### config.mk
export PLATFORM = sky130hd
export DESIGN_NAME = bab_round_div
export DESIGN_NICKNAME = d
export VERILOG_FILES = /design/src/rtl/bab_pkg.sv /design/src/rtl/bab_round_div.sv
export SDC_FILE = /design/constraint.sdc
export NUM_CORES = 1
export LEC_CHECK = 0
export ABC_AREA = 1
export BUFFER_PORTS_ARGS = -buffer_cell sky130_fd_sc_hd__clkbuf_2
export CORE_MARGIN = 2
export CORE_UTILIZATION = 38
export DETAILED_ROUTE_END_ITERATION = 12
export GPL_ROUTABILITY_DRIVEN = 0
export SLEW_MARGIN = 20
export SYNTH_ARGS = -nofsm -noshare
export SYNTH_HDL_FRONTEND = slang
export SYNTH_SLANG_ARGS = --single-unit
### constraint.sdc
create_clock -name clk -period 5.4 [get_ports clk]
set_clock_uncertainty 0.15 [all_clocks]
set_input_delay 0.27 -clock clk [delete_from_list [all_inputs] [get_ports clk]]
set_output_delay 0.27 -clock clk [all_outputs]
set_load 0.01 [all_outputs]
### src/rtl/bab_pkg.sv
// ----------------------------------------------------------------------------
// bab_pkg: shared definitions for the bilinear alpha blend pipeline
// Fixed-point widths, register codes and rounding constants.
// ----------------------------------------------------------------------------
package bab_pkg;

  // fraction precision of frac_x / frac_y
  localparam int FRAC_BITS = 8;
  localparam int FW        = FRAC_BITS + 1;          // width of (1 - f)
  localparam logic [FW-1:0] ONE = FW'(1) << FRAC_BITS;

  // bilinear weight, max ONE*ONE
  localparam int WT_W   = 2 * FRAC_BITS + 1;
  // alpha times weight, max 255*ONE*ONE
  localparam int A_W    = 8 + 2 * FRAC_BITS;
  // channel*255 times weighted alpha, and the 4-texel sum (same bound)
  localparam int PROD_W = 16 + A_W;
  localparam int COL_W  = PROD_W;
  // destination byte times inverse alpha
  localparam int P2_W   = 8 + A_W;
  // numerator of one output channel
  localparam int NUM_W  = COL_W + 8;
  // numerator after dropping the ONE*ONE factor (with rounding offset)
  localparam int T_W    = NUM_W + 1 - 2 * FRAC_BITS;

  localparam logic [A_W-1:0] ASUM_MAX = A_W'(255) << (2 * FRAC_BITS);

  // 255^3 and its derived constants
  localparam logic [23:0]    D3         = 24'd16581375;
  localparam logic [15:0]    D2         = 16'd65025;
  localparam logic [NUM_W:0] ROUND_HALF = (NUM_W + 1)'(D3) << (2 * FRAC_BITS - 1);
  localparam logic [31:0]    CLAMP_LIM  = 32'd4244832000;  // 256 * 255^3
  localparam logic [8:0]     RECIP      = 9'd259;          // floor(2^32 / 255^3)

  // configuration port
  localparam int CFG_IDX_W  = 2;
  localparam int CFG_DATA_W = 32;

  typedef enum logic [CFG_IDX_W-1:0] {
    REG_BRIGHTNESS = 2'd0,
    REG_OPAQUE     = 2'd1,
    REG_FACE       = 2'd2,
    REG_EDGE       = 2'd3
  } cfg_reg_t;

endpackage

### src/rtl/bab_round_div.sv
// ----------------------------------------------------------------------------
// bab_round_div: divide by 255^3 and clamp to one byte
// Two stages: reciprocal estimate, then a single remainder correction.
// ----------------------------------------------------------------------------
module bab_round_div (
  input  logic                     clk,
  input  logic                     en,
  input  logic [bab_pkg::T_W-1:0]  t,
  output logic [7:0]               chan
);

  logic        clamp;
  logic [31:0] tl;
  logic [7:0]  qa;
  logic [24:0] qprod;
  logic [31:0] qmul;
  logic [31:0] rem;
  logic [7:0]  q;

  // estimate is q or q-1 whenever t is below the clamp limit
  assign qprod = 25'(t[31:16]) * 25'(bab_pkg::RECIP);

  always_ff @(posedge clk) begin
    if (en) begin
      clamp <= (|t[bab_pkg::T_W-1:32]) || (t[31:0] >= bab_pkg::CLAMP_LIM);
      tl    <= t[31:0];
      qa    <= qprod[23:16];
    end
  end

  assign qmul = 32'(qa) * 32'(bab_pkg::D3);
  assign rem  = tl - qmul;
  assign q    = (rem >= 32'(bab_pkg::D3)) ? qa + 8'd1 : qa;

  always_ff @(posedge clk) begin
    if (en) begin
      chan <= clamp ? 8'hFF : q;
    end
  end

endmodule

==> run summary <==
In this run the worst hold path is classified as primary input to flip-flop. The type of origin of the critical path was a flip-flop. The synthesized netlist devotes 3.59% of its cell area to compound gates. For this run, design rule violations remaining after detail routing come to 0. The setup path with the least slack is of type flip-flop to flip-flop. Number of port buffers: 42. In this run the clock root is driven by a clkbuf_16. Buffers inserted during clock tree synthesis total 5.

In this run, the number of DRC markers left after iteration 0 of detailed routing was 309. The y dimension of the die was 158 um. When the netlist entered floorplanning its net count stood at 1,458. TritonCTS built the clock tree. At the pin with the least slew margin, the transition time is 0.651 ns.

The run gives 191 MHz as the maximum clock rate. The adder-cell share of the synthesized area came out at 40.5%. STA puts the critical path data arrival time at 5.11 ns. The run gives 4 as the length of the first detailed-routing pass in iterations. For flop-to-flop paths, the worst setup slack is 0.18 ns. The area share of xor/xnor cells in the synthesized design is 2.25%, and the via-per-instance ratio is 4.50. Entering global routing, the biggest net connects 50 pins. The tools report the global route total overflow as 0.

The category of cells accounting for the largest share of critical-path delay was adder cells. The routed design has 21,100 um of wire. The synthesized area per cell is 7.58 um^2, and the maximum fanout along the worst path is 8.

In the global route stage, overall resource usage came out at 17.6%. The placed instances occupy a cell area of 9780 um^2. Summing over every cut layer, the via total after detailed routing is 7,238. In this run the deepest clock path goes through 2 buffers. For the number of placed I/O pins, the log shows 43. The run gives 5.29 ns as the worst path required time.

The logs give 10,700 um^2 for the finished layout cell area and 0.30 ns for the clock latency at the later pin of the worst-skew pair. The first global-routing pass estimated 34,300 um of wire. The run gives 0 as the max-slew violation count.

Among the stages of the critical path, the cell type that occurs most often is nand2_1. Width of the chip: 158 um. The library cells used most frequently in the layout, excluding fill and tap cells, are inv_1, nand2_1, ha_1. After detailed routing, the average wire length per cell comes to 13.1 um.

The most common cell after layout, fill and taps aside is inv_1. The dominant combinational cell family by area after synthesis was adder cells. The run gives 38.4% as the effective utilization at floorplan. The flow ran to the end, and the final reports show no timing, DRC or antenna violations.

In this run, synthesis produced a sequential element count of 49. The total of max-cap violations came out at 0. The share of post-route cells with drive strength above 1 came out at 19.0%.

The count of final hold-check violations is 0. Gate count after technology mapping: 1,183. Summing the sequential cell areas from Yosys gives 16.4% of the chip area. Clock-pin slew was measured on the worst setup and hold paths at 0.07 ns.

The warning count from the yosys run is 0, and the number of buffers and inverters on the critical path is 4. The tools report the number of antenna violations at the first check in global routing as 0. Summing every instance area after synthesis gives 8970 um^2.

Setup repair after global routing could not meet its margin everywhere. In this run the remaining antenna-violating nets after routing total 0. Setup violations remaining at the end of the flow were counted as 0. For the TritonCTS sink count, the log shows 49. Multiplexer cells account for 0% of the synthesized area. The antenna diode count is 0, and the worst slew slack as a fraction of its limit is 56.6%.

Subtracting the final worst setup slack from the clock period gives 5.22 ns. The cell row count was 56. The sort of element at the end of the critical path was a flip-flop.

The simple-gate area share of the yosys netlist came out at 22.8%. The logs give 24,800 um^2 for the area enclosed by the die boundary and 31 for the count of cell types in the netlist. The tools report the floorplan core area as 23,300 um^2.

The ratio of final minimum period to clock period is 96.7%. The largest incremental delay on the critical path was 0.62 ns; the via count of the first global-routing pass was 6,965. Compared with the post-synthesis result, the final layout area differs by 19.1%. The logs give 17,900 um for the detailed placer's ending HPWL and 1,563 for the final-stage net count.

The run gives 2 as the count of H-tree levels built during CTS. Cell type of the slowest stage on the worst timing path: fa_2.
## timing repair
action / CTS / global route
endpoints found under the setup margin: 4 / 8
setup buffers: 1 / 22
hold buffers: 8 / 0
pin swaps: 0 / 45
endpoints found under the hold margin: 8 / 0
gates resized for setup: 0 / 133
## final timing paths
path	endpoint	start	cells past startpoint
setup / recovery	chan[0]$_SDFFCE_PP1P_	qa[7]$_DFFE_PP_	25
hold / removal	tl[14]$_DFFE_PP_	t[14]	1
setup reg to reg	chan[0]$_SDFFCE_PP1P_	qa[7]$_DFFE_PP_	25
hold reg to reg	chan[2]$_SDFFCE_PP1P_	clamp$_DFFE_PP_	2
## synthesized netlist by cell type (all sizes together)
master / count / share of area (%)
nand3: 54 / 3.4
nand3b: 3 / 0.25
nand2: 315 / 14
a41o: 1 / 0.11
ha: 156 / 22
a21oi: 29 / 1.6
edfxtp: 49 / 16
o21a: 2 / 0.17
inv: 345 / 14
a21o: 4 / 0.33
a21boi: 1 / 0.084
o21ai: 13 / 0.77
o211ai: 2 / 0.17
nor2: 69 / 3.5
xnor2: 7 / 0.68
o21bai: 2 / 0.17
xor2: 16 / 1.6
nor3: 10 / 0.73
a211oi: 2 / 0.17
fa: 84 / 19
nand4: 15 / 1.0
and2: 4 / 0.28
## registers in the layout, summed over array words and instances (netlist names)
signal and cells:
qa 8, clamp 1, tl 32, chan 8
## worst reg2reg max path, cell delays in order (launching register included)
cell,delay [ns]
edfxtp_1,0.42
inv_2,0.07
fa_1,0.54
buf_6,0.17
fa_2,0.63
fa_1,0.45
fa_1,0.52
inv_1,0.08
ha_4,0.31
nand2_2,0.10
inv_2,0.10
nand2_4,0.06
nor3_2,0.15
nand2_1,0.09
nand2_2,0.12
nand2_2,0.08
nand2_2,0.07
nand2_1,0.05
nand2_1,0.07
nand2_1,0.06
nor2_2,0.09
nand3_2,0.09
nor2_4,0.23
nand2_4,0.12
nand2_1,0.08
nand3_1,0.06
## layout make-up
class	instances	area (um^2)
clock buffer	7	133
multi-input combinational	789	6680
tap	319	399
sequential	49	1470
clock inverter	1	7.51
inverter	345	1300
timing repair buffer	98	687
fill	2353	12700
## metrics by stage
stage | instances | hold slack, ns | worst slack [ns] | setup TNS, ns | utilization [%]
2_1_floorplan | 1183 | 0.219 | 0.165 | 0 | -
3_3_place_gp | 1569 | 0.296 | 0.0630 | 0 | 41.9
3_5_place_dp | 1569 | 0.299 | 0.0272 | 0 | 41.9
4_1_cts | 1586 | 0.0120 | 0.0120 | 0 | 42.9
5_1_grt | 1608 | 0.0192 | -0.0696 | -0.450 | 45.8
6_report | 1608 | 0.0153 | 0.178 | 0 | 45.8
## logic make-up after synthesis
family / Yosys count
and+or+nand+nor: 470
buffers and inverters: 345
adders and majority gates: 240
AOI/OAI and AO/OA: 56
DFF: 49
xor gates and xnor gates: 23
## metal layers
| layer | GRT usage (%) | wire (um) | vias to the layer above |
|---|---|---|---|
| li1 | - | - | 3782 |
| met1 | 23.8 | 9980 | 3350 |
| met2 | 30.4 | 10200 | 79 |
| met3 | 1.04 | 334 | 27 |
| met4 | 5.45 | 585 | 0 |
| met5 | 0 | 0 | - |
Power is not shown: default switching activity piles up to over one toggle a cycle in this logic, so the estimate is an artifact.
